<file path="src/rtl/ihex_pkg.sv">
// ----------------------------------------------------------------------------
// ihex_pkg
// Shared types, constants and the control store for the Intel HEX encoder.
// ----------------------------------------------------------------------------
package ihex_pkg;

   localparam int MAX_RECORD = 32;
   localparam int IDX_W      = $clog2(MAX_RECORD);
   localparam int FILL_W     = 6;
   localparam int STEP_W     = 6;
   localparam int CSR_IDX_W  = 1;
   localparam int CSR_DATA_W = 6;

   // register indexes on the csr port
   localparam logic [CSR_IDX_W-1:0] REG_RECORD_LENGTH = 1'b0;
   localparam logic [CSR_IDX_W-1:0] REG_FORMAT_MODE   = 1'b1;

   localparam logic [FILL_W-1:0] RECORD_LENGTH_RESET = 6'd16;

   // control store layout
   localparam logic [STEP_W-1:0] REC_ENTRY     = 6'd0;
   localparam logic [STEP_W-1:0] REC_DATA_STEP = 6'd9;
   localparam logic [STEP_W-1:0] EXT_ENTRY     = 6'd14;
   localparam logic [STEP_W-1:0] END0_ENTRY    = 6'd30;
   localparam logic [STEP_W-1:0] END1_ENTRY    = 6'd43;
   localparam logic [STEP_W-1:0] ROM_END       = 6'd56;
   localparam int EXT_LEN = 16;
   localparam int END_LEN = 13;

   localparam logic [7:0] CHAR_COLON = 8'h3A;
   localparam logic [7:0] CHAR_ZERO  = 8'h30;
   localparam logic [7:0] CHAR_LF    = 8'h0A;
   localparam logic [7:0] CHAR_SUB   = 8'h1A;

   localparam logic [8*EXT_LEN-1:0] EXT_TEXT  = ":020000040000FA\n";
   localparam logic [8*END_LEN-1:0] END0_TEXT = {":0000000000\n", 8'h1A};
   localparam logic [8*END_LEN-1:0] END1_TEXT = {":00000001FF\n", 8'h1A};

   typedef enum logic [1:0] {
      OP_DATA  = 2'd0,
      OP_FLUSH = 2'd1,
      OP_EXT   = 2'd2,
      OP_END   = 2'd3
   } op_type;

   typedef enum logic [1:0] {
      CH_LIT,
      CH_HI,
      CH_LO
   } char_sel_type;

   typedef enum logic [2:0] {
      B_COUNT,
      B_ADDR_HI,
      B_ADDR_LO,
      B_DATA,
      B_CKSUM
   } byte_sel_type;

   typedef enum logic [1:0] {
      J_NEXT,
      J_LOOP,
      J_TAIL,
      J_DONE
   } jump_type;

   typedef enum logic [1:0] {
      TAIL_NONE,
      TAIL_EXT,
      TAIL_END0,
      TAIL_END1
   } tail_type;

   typedef struct packed {
      char_sel_type      char_sel;
      byte_sel_type      byte_sel;
      logic [7:0]        lit;
      jump_type          jump;
      logic [STEP_W-1:0] target;
   } ucode_type;

   // program launch request from the datapath to the sequencer
   typedef struct packed {
      logic              go;
      logic [STEP_W-1:0] entry;
      tail_type          tail;
   } launch_type;

   // per-step control from the sequencer to the datapath
   typedef struct packed {
      logic         fire;
      char_sel_type char_sel;
      byte_sel_type byte_sel;
      logic [7:0]   lit;
      logic         idx_inc;
      logic         rec_close;
      logic         last;
   } ctl_type;

   // one character toward the pair packer
   typedef struct packed {
      logic       valid;
      logic [7:0] data;
      logic       last;
   } chr_type;

   function automatic logic [7:0] hex_char(input logic [3:0] v);
      logic [7:0] c;
      if (v < 4'd10) begin
         c = 8'h30 + {4'h0, v};
      end else begin
         c = 8'h37 + {4'h0, v};
      end
      return c;
   endfunction

   // control store: one character per step
   function automatic ucode_type ucode_rom(input logic [STEP_W-1:0] addr);
      ucode_type cw;
      int        k;
      cw = '0;
      k  = 0;
      case (addr)
         6'd0 : cw.lit = CHAR_COLON;
         6'd1 : begin cw.char_sel = CH_HI; cw.byte_sel = B_COUNT;   end
         6'd2 : begin cw.char_sel = CH_LO; cw.byte_sel = B_COUNT;   end
         6'd3 : begin cw.char_sel = CH_HI; cw.byte_sel = B_ADDR_HI; end
         6'd4 : begin cw.char_sel = CH_LO; cw.byte_sel = B_ADDR_HI; end
         6'd5 : begin cw.char_sel = CH_HI; cw.byte_sel = B_ADDR_LO; end
         6'd6 : begin cw.char_sel = CH_LO; cw.byte_sel = B_ADDR_LO; end
         6'd7 : cw.lit = CHAR_ZERO;
         6'd8 : cw.lit = CHAR_ZERO;
         6'd9 : begin cw.char_sel = CH_HI; cw.byte_sel = B_DATA;    end
         6'd10: begin
            cw.char_sel = CH_LO;
            cw.byte_sel = B_DATA;
            cw.jump     = J_LOOP;
            cw.target   = REC_DATA_STEP;
         end
         6'd11: begin cw.char_sel = CH_HI; cw.byte_sel = B_CKSUM;   end
         6'd12: begin cw.char_sel = CH_LO; cw.byte_sel = B_CKSUM;   end
         6'd13: begin cw.lit = CHAR_LF; cw.jump = J_TAIL;           end
         default: begin
            if (addr inside {[EXT_ENTRY : END0_ENTRY - 6'd1]}) begin
               k = int'(addr) - int'(EXT_ENTRY);
               cw.lit = EXT_TEXT[8*(EXT_LEN-1-k) +: 8];
               if (k == EXT_LEN - 1) cw.jump = J_DONE;
            end else if (addr inside {[END0_ENTRY : END1_ENTRY - 6'd1]}) begin
               k = int'(addr) - int'(END0_ENTRY);
               cw.lit = END0_TEXT[8*(END_LEN-1-k) +: 8];
               if (k == END_LEN - 1) cw.jump = J_DONE;
            end else if (addr inside {[END1_ENTRY : ROM_END - 6'd1]}) begin
               k = int'(addr) - int'(END1_ENTRY);
               cw.lit = END1_TEXT[8*(END_LEN-1-k) +: 8];
               if (k == END_LEN - 1) cw.jump = J_DONE;
            end else begin
               cw.jump = J_DONE;
            end
         end
      endcase
      return cw;
   endfunction

endpackage

</file>
<file path="src/rtl/ihex_seq.sv">
// ----------------------------------------------------------------------------
// ihex_seq
// Step counter and control store lookup; one control word per character.
// ----------------------------------------------------------------------------
module ihex_seq (
   input  logic                clock,
   input  logic                reset,
   input  ihex_pkg::launch_type launch,
   input  logic                more,
   input  logic                chr_ready,
   output logic                busy,
   output ihex_pkg::ctl_type   ctl
);
   import ihex_pkg::*;

   logic              busy_ff, busy_in;
   logic [STEP_W-1:0] step_ff, step_in;
   tail_type          tail_ff, tail_in;
   ucode_type         cw;
   logic              fire;

   assign cw   = ucode_rom(step_ff);
   assign fire = busy_ff && chr_ready;
   assign busy = busy_ff;

   always_comb begin
      busy_in = busy_ff;
      step_in = step_ff;
      tail_in = tail_ff;
      if (launch.go) begin
         busy_in = 1'b1;
         step_in = launch.entry;
         tail_in = launch.tail;
      end else if (fire) begin
         case (cw.jump)
            J_NEXT: step_in = STEP_W'(step_ff + 6'd1);
            J_LOOP: step_in = more ? cw.target : STEP_W'(step_ff + 6'd1);
            J_TAIL: begin
               case (tail_ff)
                  TAIL_EXT:  step_in = EXT_ENTRY;
                  TAIL_END0: step_in = END0_ENTRY;
                  TAIL_END1: step_in = END1_ENTRY;
                  default:   busy_in = 1'b0;
               endcase
            end
            default: busy_in = 1'b0;
         endcase
      end
   end

   always_comb begin
      ctl.fire      = fire;
      ctl.char_sel  = cw.char_sel;
      ctl.byte_sel  = cw.byte_sel;
      ctl.lit       = cw.lit;
      ctl.idx_inc   = (cw.jump == J_LOOP);
      ctl.rec_close = (cw.jump == J_TAIL);
      ctl.last      = (cw.jump == J_DONE) ||
                      ((cw.jump == J_TAIL) && (tail_ff == TAIL_NONE));
   end

   always_ff @(posedge clock) begin
      if (reset) begin
         busy_ff <= 1'b0;
         step_ff <= '0;
         tail_ff <= TAIL_NONE;
      end else begin
         busy_ff <= busy_in;
         step_ff <= step_in;
         tail_ff <= tail_in;
      end
   end

endmodule

</file>
<file path="src/rtl/ihex_dpath.sv">
// ----------------------------------------------------------------------------
// ihex_dpath
// Record state, byte buffer, operation dispatch and character formation.
// ----------------------------------------------------------------------------
module ihex_dpath (
   input  logic                              clock,
   input  logic                              reset,
   input  logic                              accept,
   input  logic [1:0]                        operation,
   input  logic [7:0]                        data_byte,
   input  logic [15:0]                       address,
   input  logic                              csr_wr_en,
   input  logic [ihex_pkg::CSR_IDX_W-1:0]    csr_index,
   input  logic [ihex_pkg::CSR_DATA_W-1:0]   csr_wdata,
   input  ihex_pkg::ctl_type                 ctl,
   output ihex_pkg::launch_type              launch,
   output logic                              more,
   output ihex_pkg::chr_type                 chr
);
   import ihex_pkg::*;

   logic [7:0]        mem [MAX_RECORD];
   logic [7:0]        rd_data_ff;
   logic              wr_en;

   logic [FILL_W-1:0] fill_ff, fill_in, fill_inc, len_eff;
   logic [15:0]       load_ff, load_in;
   logic [15:0]       next_ff, next_in;
   logic [7:0]        sum_ff, sum_in;
   logic [IDX_W-1:0]  idx_ff, idx_in;
   logic [FILL_W-1:0] rec_len_ff;
   logic              fmt_ff;

   logic              close_en;
   logic [15:0]       close_addr;
   logic [7:0]        sel_byte, cksum;
   logic [3:0]        nib;
   op_type            op;

   assign op = op_type'(operation);

   always_comb begin
      if (rec_len_ff == '0) begin
         len_eff = FILL_W'(1);
      end else if (rec_len_ff > FILL_W'(MAX_RECORD)) begin
         len_eff = FILL_W'(MAX_RECORD);
      end else begin
         len_eff = rec_len_ff;
      end
   end

   assign fill_inc = (fill_ff < FILL_W'(MAX_RECORD)) ? FILL_W'(fill_ff + 6'd1) : fill_ff;
   assign more     = (FILL_W'(FILL_W'(idx_ff) + 6'd1) < fill_ff);
   assign cksum    = 8'(8'd0 - sum_ff - {2'b00, fill_ff});

   always_comb begin
      fill_in    = fill_ff;
      load_in    = load_ff;
      sum_in     = sum_ff;
      next_in    = next_ff;
      idx_in     = idx_ff;
      wr_en      = 1'b0;
      close_en   = 1'b0;
      close_addr = '0;
      launch     = '0;

      if (accept) begin
         case (op)
            OP_DATA: begin
               wr_en   = (fill_ff < FILL_W'(MAX_RECORD));
               fill_in = fill_inc;
               sum_in  = 8'(sum_ff + data_byte);
               if (fill_inc >= len_eff) begin
                  launch.go    = 1'b1;
                  launch.entry = REC_ENTRY;
                  launch.tail  = TAIL_NONE;
                  next_in      = 16'(address + 16'd1);
               end
            end
            OP_FLUSH: begin
               if (fill_ff != '0) begin
                  launch.go    = 1'b1;
                  launch.entry = REC_ENTRY;
                  launch.tail  = TAIL_NONE;
                  next_in      = address;
               end else begin
                  close_en   = 1'b1;
                  close_addr = address;
               end
            end
            OP_EXT: begin
               if (fmt_ff) begin
                  launch.go = 1'b1;
                  if (fill_ff != '0) begin
                     launch.entry = REC_ENTRY;
                     launch.tail  = TAIL_EXT;
                     next_in      = '0;
                  end else begin
                     launch.entry = EXT_ENTRY;
                     launch.tail  = TAIL_NONE;
                     close_en     = 1'b1;
                  end
               end
            end
            OP_END: begin
               launch.go = 1'b1;
               if (fill_ff != '0) begin
                  launch.entry = REC_ENTRY;
                  launch.tail  = fmt_ff ? TAIL_END1 : TAIL_END0;
                  next_in      = '0;
               end else begin
                  launch.entry = fmt_ff ? END1_ENTRY : END0_ENTRY;
                  launch.tail  = TAIL_NONE;
                  close_en     = 1'b1;
               end
            end
            default: ;
         endcase
      end

      if (ctl.fire && ctl.idx_inc) begin
         idx_in = IDX_W'(idx_ff + 1'b1);
      end
      if (ctl.fire && ctl.rec_close) begin
         close_en   = 1'b1;
         close_addr = next_ff;
      end

      // close the record: clear the buffer and load the next address
      if (close_en) begin
         fill_in = '0;
         load_in = close_addr;
         sum_in  = 8'(close_addr[15:8] + close_addr[7:0]);
         idx_in  = '0;
      end
   end

   always_comb begin
      case (ctl.byte_sel)
         B_COUNT:   sel_byte = {2'b00, fill_ff};
         B_ADDR_HI: sel_byte = load_ff[15:8];
         B_ADDR_LO: sel_byte = load_ff[7:0];
         B_DATA:    sel_byte = rd_data_ff;
         B_CKSUM:   sel_byte = cksum;
         default:   sel_byte = '0;
      endcase
      nib = (ctl.char_sel == CH_HI) ? sel_byte[7:4] : sel_byte[3:0];
      chr.valid = ctl.fire;
      chr.last  = ctl.last;
      chr.data  = (ctl.char_sel == CH_LIT) ? ctl.lit : hex_char(nib);
   end

   // byte buffer: read port follows the index the next step will use
   always_ff @(posedge clock) begin
      if (wr_en) begin
         mem[fill_ff[IDX_W-1:0]] <= data_byte;
      end
      rd_data_ff <= mem[idx_in];
   end

   always_ff @(posedge clock) begin
      next_ff <= next_in;
   end

   always_ff @(posedge clock) begin
      if (reset) begin
         fill_ff    <= '0;
         load_ff    <= '0;
         sum_ff     <= '0;
         idx_ff     <= '0;
         rec_len_ff <= RECORD_LENGTH_RESET;
         fmt_ff     <= 1'b0;
      end else begin
         fill_ff <= fill_in;
         load_ff <= load_in;
         sum_ff  <= sum_in;
         idx_ff  <= idx_in;
         if (csr_wr_en && csr_index == REG_RECORD_LENGTH) begin
            rec_len_ff <= csr_wdata;
         end
         if (csr_wr_en && csr_index == REG_FORMAT_MODE) begin
            fmt_ff <= csr_wdata[0];
         end
      end
   end

endmodule

</file>
<file path="src/rtl/ihex_pack.sv">
// ----------------------------------------------------------------------------
// ihex_pack
// Packs the character stream into pairs and holds the result register.
// ----------------------------------------------------------------------------
module ihex_pack (
   input  logic              clock,
   input  logic              reset,
   input  ihex_pkg::chr_type chr,
   output logic              chr_ready,
   output logic              rsp_valid,
   input  logic              rsp_ready,
   output logic [7:0]        rsp_first_char,
   output logic [7:0]        rsp_second_char,
   output logic              rsp_pair_valid,
   output logic              rsp_last
);
   import ihex_pkg::*;

   logic       hold_valid_ff, hold_valid_in;
   logic [7:0] hold_ff, hold_in;
   logic       out_valid_ff, out_valid_in;
   logic [7:0] first_ff, first_in;
   logic [7:0] second_ff, second_in;
   logic       pair_ff, pair_in;
   logic       last_ff, last_in;

   assign chr_ready = !out_valid_ff || rsp_ready;

   always_comb begin
      hold_valid_in = hold_valid_ff;
      hold_in       = hold_ff;
      out_valid_in  = out_valid_ff && !rsp_ready;
      first_in      = first_ff;
      second_in     = second_ff;
      pair_in       = pair_ff;
      last_in       = last_ff;
      if (chr.valid) begin
         if (hold_valid_ff) begin
            first_in      = hold_ff;
            second_in     = chr.data;
            pair_in       = 1'b1;
            last_in       = chr.last;
            out_valid_in  = 1'b1;
            hold_valid_in = 1'b0;
         end else if (chr.last) begin
            // odd stream: send the final character alone
            first_in     = chr.data;
            second_in    = '0;
            pair_in      = 1'b0;
            last_in      = 1'b1;
            out_valid_in = 1'b1;
         end else begin
            hold_in       = chr.data;
            hold_valid_in = 1'b1;
         end
      end
   end

   always_ff @(posedge clock) begin
      hold_ff   <= hold_in;
      first_ff  <= first_in;
      second_ff <= second_in;
      pair_ff   <= pair_in;
      last_ff   <= last_in;
   end

   always_ff @(posedge clock) begin
      if (reset) begin
         hold_valid_ff <= 1'b0;
         out_valid_ff  <= 1'b0;
      end else begin
         hold_valid_ff <= hold_valid_in;
         out_valid_ff  <= out_valid_in;
      end
   end

   assign rsp_valid       = out_valid_ff;
   assign rsp_first_char  = first_ff;
   assign rsp_second_char = second_ff;
   assign rsp_pair_valid  = pair_ff;
   assign rsp_last        = last_ff;

endmodule

</file>
<file path="src/rtl/intel_hex_record_encoder.sv">
// ----------------------------------------------------------------------------
// intel_hex_record_encoder
// Frames object-code bytes into Intel HEX records, two ASCII chars per item.
// ----------------------------------------------------------------------------
//
//  channel   direction  handshake              payload
//  req       in         req_valid/req_ready    operation, data_byte, address
//  rsp       out        rsp_valid/rsp_ready    first/second char, pair_valid, last
//  csr       in         csr_wr_en              csr_index, csr_wdata
//
//  An input item is accepted on req_valid and req_ready, then the characters
//  it produces are emitted in order: a record of n bytes is 12 + 2n characters, the end text
//  13 and the extended-address text 16; the pair packer completes a
//  result every two. Reset is synchronous and restores registers and
//  record state. A stall on rsp freezes the step counter; req_ready stays
//  low until the last character of the current item has entered the packer.
//
module intel_hex_record_encoder (
   input  logic                              clock,
   input  logic                              reset,
   // input items
   input  logic                              req_valid,
   output logic                              req_ready,
   input  logic [1:0]                        req_operation,
   input  logic [7:0]                        req_data_byte,
   input  logic [15:0]                       req_address,
   // result items
   output logic                              rsp_valid,
   input  logic                              rsp_ready,
   output logic [7:0]                        rsp_first_char,
   output logic [7:0]                        rsp_second_char,
   output logic                              rsp_pair_valid,
   output logic                              rsp_last,
   // configuration writes
   input  logic                              csr_wr_en,
   input  logic [ihex_pkg::CSR_IDX_W-1:0]    csr_index,
   input  logic [ihex_pkg::CSR_DATA_W-1:0]   csr_wdata
);
   import ihex_pkg::*;

   launch_type launch;
   ctl_type    ctl;
   chr_type    chr;
   logic       busy;
   logic       more;
   logic       chr_ready;
   logic       accept;

   // take a new item only while the sequencer is idle
   assign req_ready = !busy;
   assign accept    = req_valid && req_ready;

   // step counter and control store
   ihex_seq u_seq (
      .clock     (clock),
      .reset     (reset),
      .launch    (launch),
      .more      (more),
      .chr_ready (chr_ready),
      .busy      (busy),
      .ctl       (ctl)
   );

   // record state, byte buffer and character formation
   ihex_dpath u_dpath (
      .clock     (clock),
      .reset     (reset),
      .accept    (accept),
      .operation (req_operation),
      .data_byte (req_data_byte),
      .address   (req_address),
      .csr_wr_en (csr_wr_en),
      .csr_index (csr_index),
      .csr_wdata (csr_wdata),
      .ctl       (ctl),
      .launch    (launch),
      .more      (more),
      .chr       (chr)
   );

   // pair the characters and hold the result until taken
   ihex_pack u_pack (
      .clock           (clock),
      .reset           (reset),
      .chr             (chr),
      .chr_ready       (chr_ready),
      .rsp_valid       (rsp_valid),
      .rsp_ready       (rsp_ready),
      .rsp_first_char  (rsp_first_char),
      .rsp_second_char (rsp_second_char),
      .rsp_pair_valid  (rsp_pair_valid),
      .rsp_last        (rsp_last)
   );

endmodule
</file>
<file path="config.mk">
export PLATFORM = sky130hd
export DESIGN_NAME = intel_hex_record_encoder
export DESIGN_NICKNAME = d
export VERILOG_FILES = /design/src/rtl/ihex_pkg.sv /design/src/rtl/ihex_seq.sv /design/src/rtl/ihex_dpath.sv /design/src/rtl/ihex_pack.sv /design/src/rtl/intel_hex_record_encoder.sv
export SDC_FILE = /design/constraint.sdc
export NUM_CORES = 1
export LEC_CHECK = 0
export BUFFER_PORTS_ARGS = -buffer_cell sky130_fd_sc_hd__buf_2
export CAP_MARGIN = 20
export CORE_MARGIN = 2
export CORE_UTILIZATION = 45
export DETAILED_ROUTE_END_ITERATION = 10
export PLACE_DENSITY = 0.73
export SETUP_SLACK_MARGIN = 0.2
export SLEW_MARGIN = 30
export SYNTH_ARGS = -nofsm -noshare
export SYNTH_HDL_FRONTEND = slang
export SYNTH_SLANG_ARGS = --single-unit
export TNS_END_PERCENT = 10
</file>
<file path="constraint.sdc">
create_clock -name clock -period 12.45 [get_ports clock]
set_clock_uncertainty 0.1 [all_clocks]
set_input_delay 1.245 -clock clock [delete_from_list [all_inputs] [get_ports clock]]
set_output_delay 1.245 -clock clock [all_outputs]
set_load 0.005 [all_outputs]
</file>
==> impl_metrics.ini <==
[route]
via_per_inst = 6.17
ant_nets = 0
first_pass_iters = 5
drc_errors = 0
vias = 13564
totalWireLength_mm = 50.6
post_drt_wl_per_cell_um = 23.0
drt_iter0_markers = 1320

[critical_path]
end_kind = register
path_cells = clkinv_1, ha_1, mux2_2, nand2_1, o21ai_1, a211oi_1, nand2b_1, ha_1, inv_1, o41ai_1, nand2_1, buf_4, nand2_1, o22ai_1, a221oi_1, a211o_1, o311ai_1
path_class = reg2reg
crit_slowest_cell = dfxtp_1
r2r_cells = 17
crit_arrival_ns = 7.37
reg2reg_slack_ns = 5.42
timing.rr.end = u_dpath.rd_data_ff[7]$_DFF_P_
crit_family = compound AO/OA/AOI/OAI gates
required_ns = 12.79
max_stage_delay_ns = 0.79
start_kind = register
r2r_start = u_seq.step_ff[0]$_SDFFE_PP0P_
path_buf_inv = 3
crit_fanout = 23
cpMostUsedCell = nand2_1

[global_routing]
antenna_found_initial = 1
grt_max_degree = 70
overflow = 0
grt_pass1_vias = 13093
grt_usage_pct = 24.3
grt_pass1_wl_mm = 76.9

[power_and_ir_drop]
p_sw_share_pct = 38.0
p_per_area_mw_per_mm2 = 205
combPwrFrac_pct = 36.9
p_total_uw = 4080
clkPwrFrac_pct = 27.1
p_int_uw = 2530
p_leak_uw = 0.00708
p_sw_uw = 1550
power.share.sequential_pct = 36.0
peakVddDrop_uv = 159

[clocking]
cts_sinks = 356
cts_inserted_buffers = 38
cts_tree = built
clk_pin_slew_ns = 0.06
post_cts_buffers = 0
cts_root_buffer = clkbuf_16
clk_path_buf_depth = 3
ctsResizeCount = 0
clock_latency_ns = 0.56
ctsHoldBuffers = 0
cts_max_level = 2

[synth]
async_reset_ff_share_pct = 0
yosysMostFrequentCell = edfxtp_1
synth_cell_types = 97
ys_ff_latch = 356
yosys.area_share.simple_pct = 14.6
synth-compound-area-share_pct = 15.3
synth.avg_cell_area_um2 = 11.0
synthMuxAreaShare_pct = 3.12
synth_area_mm2 = 0.0180
ys_warn_count = 0
synth-xor-area-share_pct = 2.87
synth_edf_count = 295
seq_area_frac_synth_pct = 56.1
synth_adder_area_share_pct = 4.58
synthCells = 1628
yosysTopAreaCellShare_pct = 49.3
synth_top_family_by_area = compound AO/OA/AOI/OAI gates
synth_commonest_cells = edfxtp_1, nand2_1, nor2_1, a21oi_1
ys.flop_type = edfxtp_1
ys_top_cells_by_area = edfxtp_1, dfxtp_1, ha_1, nand2_1, nor2_1
synth_area_leader_cell = edfxtp_1

[timing]
fmax_mhz = 142
setup_slack_ns = 5.42
setup_viol = 0
slew_headroom_pct = 34.4
rsz0062_at_grt = no
fin_crit_ns = 7.03
hold_violations = 0
fin_crit_sh_pct = 56.5
tns_ns = 0
slew_violations = 0
hold_ws_ns = 0.386
worstMarginPinSlew_ns = 0.981

[layout]
regArea_mm2 = 0.0101
nFillCells = 3458
final_layout_size_suffix_gt1_share_pct = 11.4
multi_input_area_mm2 = 0.00735
fin_nets = 1749
instances_no_fill = 2200
area_delta_synth_final_pct = 10.7

[hold_path]
worstHoldStart = u_dpath.load_ff[15]$_SDFFE_PP0N_
hold_depth = 2
hold_class = reg2reg
whs_endpoint = u_dpath.load_ff[15]$_SDFFE_PP0N_

[floorplan]
dieWidth_um = 204
die-height_um = 204
io_pins = 58
num_rows = 73
core_mm2 = 0.0395
initial_core_util_pct = 45.5
fp.dieArea_mm2 = 0.0416

[placement]
place_ws_ns = 5.60
placed_cells = 2132
portBuffers = 55
place.gp.congestion = 0.918
hpwl_mm = 33.5

[status]
outcome = finished, final reports clean

[flow_run]
maxCapViolCount = 0
==> area by class of cell <==
type	instances	area share, %
antenna	1	0.0126
clock buffer	48	5.12
clock inverter	19	0.912
inverter	43	0.811
multi-input combinational	1130	36.9
sequential	356	50.7
tap	525	3.30
timing repair buffer	78	2.25
==> routing by layer <==
layer  track usage (%)  up-vias  part of all wire [%]
met5                 0        -                     0
met2              39.8      662                    48
met3              4.08      127                   8.3
met1              31.4     6629                    40
met4              11.5        0                   4.2
li1                  -     6146                     -
==> power groups by stage <==
| stage | Combinational [µW] | Clock [µW] | Sequential [µW] |
|---|---|---|---|
| after global routing | 1650 | 1160 | 1480 |
| final | 1510 | 1110 | 1470 |
| after detailed placement | 1470 | 0 | 1490 |
| after CTS | 1480 | 1120 | 1470 |
| after floorplan | 1120 | 0 | 1440 |
| after global placement | 1460 | 0 | 1490 |
==> placed cells by master (no fill, tap or decap), types with 11 or more instances in the layout <==
cell	n
buf_2	55
o221ai_1	12
xor2_1	26
nor2_1	144
mux2i_1	37
and3_1	17
or3_1	12
a31oi_1	33
a21oi_1	110
buf_4	23
inv_1	39
o21ai_0	44
nor2b_1	16
xnor2_1	33
clkbuf_16	38
nand2_1	197
ha_1	61
nor3_1	31
a22o_1	17
edfxtp_1	295
a21o_1	17
nand3_1	58
a221oi_1	11
a211oi_1	12
o22ai_1	12
a22oi_1	14
dfxtp_1	61
nand4_1	16
nand2b_1	16
==> state kept, by name (all words and copies together) (netlist names), 2 cells and up <==
name	flops
u_pack.hold_ff	7
u_pack.rsp_first_char	7
u_dpath.mem	256
u_dpath.sum_ff	8
u_dpath.fill_ff	6
u_pack.rsp_second_char	7
u_dpath.idx_ff	5
u_dpath.rec_len_ff	6
u_dpath.rd_data_ff	8
u_dpath.load_ff	16
u_seq.tail_ff	2
u_dpath.next_ff	16
u_seq.step_ff	6
==> stage by stage <==
step | utilization, % | instance area [µm²]
6_report | 50.3 | 19900
2_1_floorplan | - | 18000
3_3_place_gp | 47.2 | 18700
3_5_place_dp | 47.2 | 18700
5_1_grt | 50.3 | 19900
4_1_cts | 50.3 | 19900
==> kinds of logic after synthesis <==
family | after synthesis
AOI/OAI and AO/OA | 396
buffers and inverters | 143
and+or+nand+nor | 559
xor gates and xnor gates | 59
DFF | 356
muxes | 50
other | 1
adders and majority gates | 64
==> how the worst max path moves through the flow <==
stage / start / endpoint / slack (ns) / cells after the start
after floorplan: u_seq.step_ff[0]$_SDFFE_PP0P_ / u_dpath.sum_ff[7]$_SDFFE_PP0P_ / 7.04 / 23
after global placement: u_seq.step_ff[0]$_SDFFE_PP0P_ / u_dpath.rd_data_ff[7]$_DFF_P_ / 5.78 / 17
final: u_seq.step_ff[0]$_SDFFE_PP0P_ / u_dpath.rd_data_ff[7]$_DFF_P_ / 5.42 / 17
after CTS: u_seq.step_ff[0]$_SDFFE_PP0P_ / u_dpath.rd_data_ff[6]$_DFF_P_ / 5.54 / 17
after global routing: u_seq.step_ff[0]$_SDFFE_PP0P_ / u_dpath.rd_data_ff[6]$_DFF_P_ / 4.97 / 16
after detailed placement: u_seq.step_ff[0]$_SDFFE_PP0P_ / u_dpath.rd_data_ff[6]$_DFF_P_ / 5.60 / 17
==> worst min-delay path, stage by stage, from the launching register on <==
cell and delay, ns:
dfxtp_1 0.32, nand2_1 0.06, a21oi_1 0.06
No activity file was read; power rests on OpenSTA's default activity.
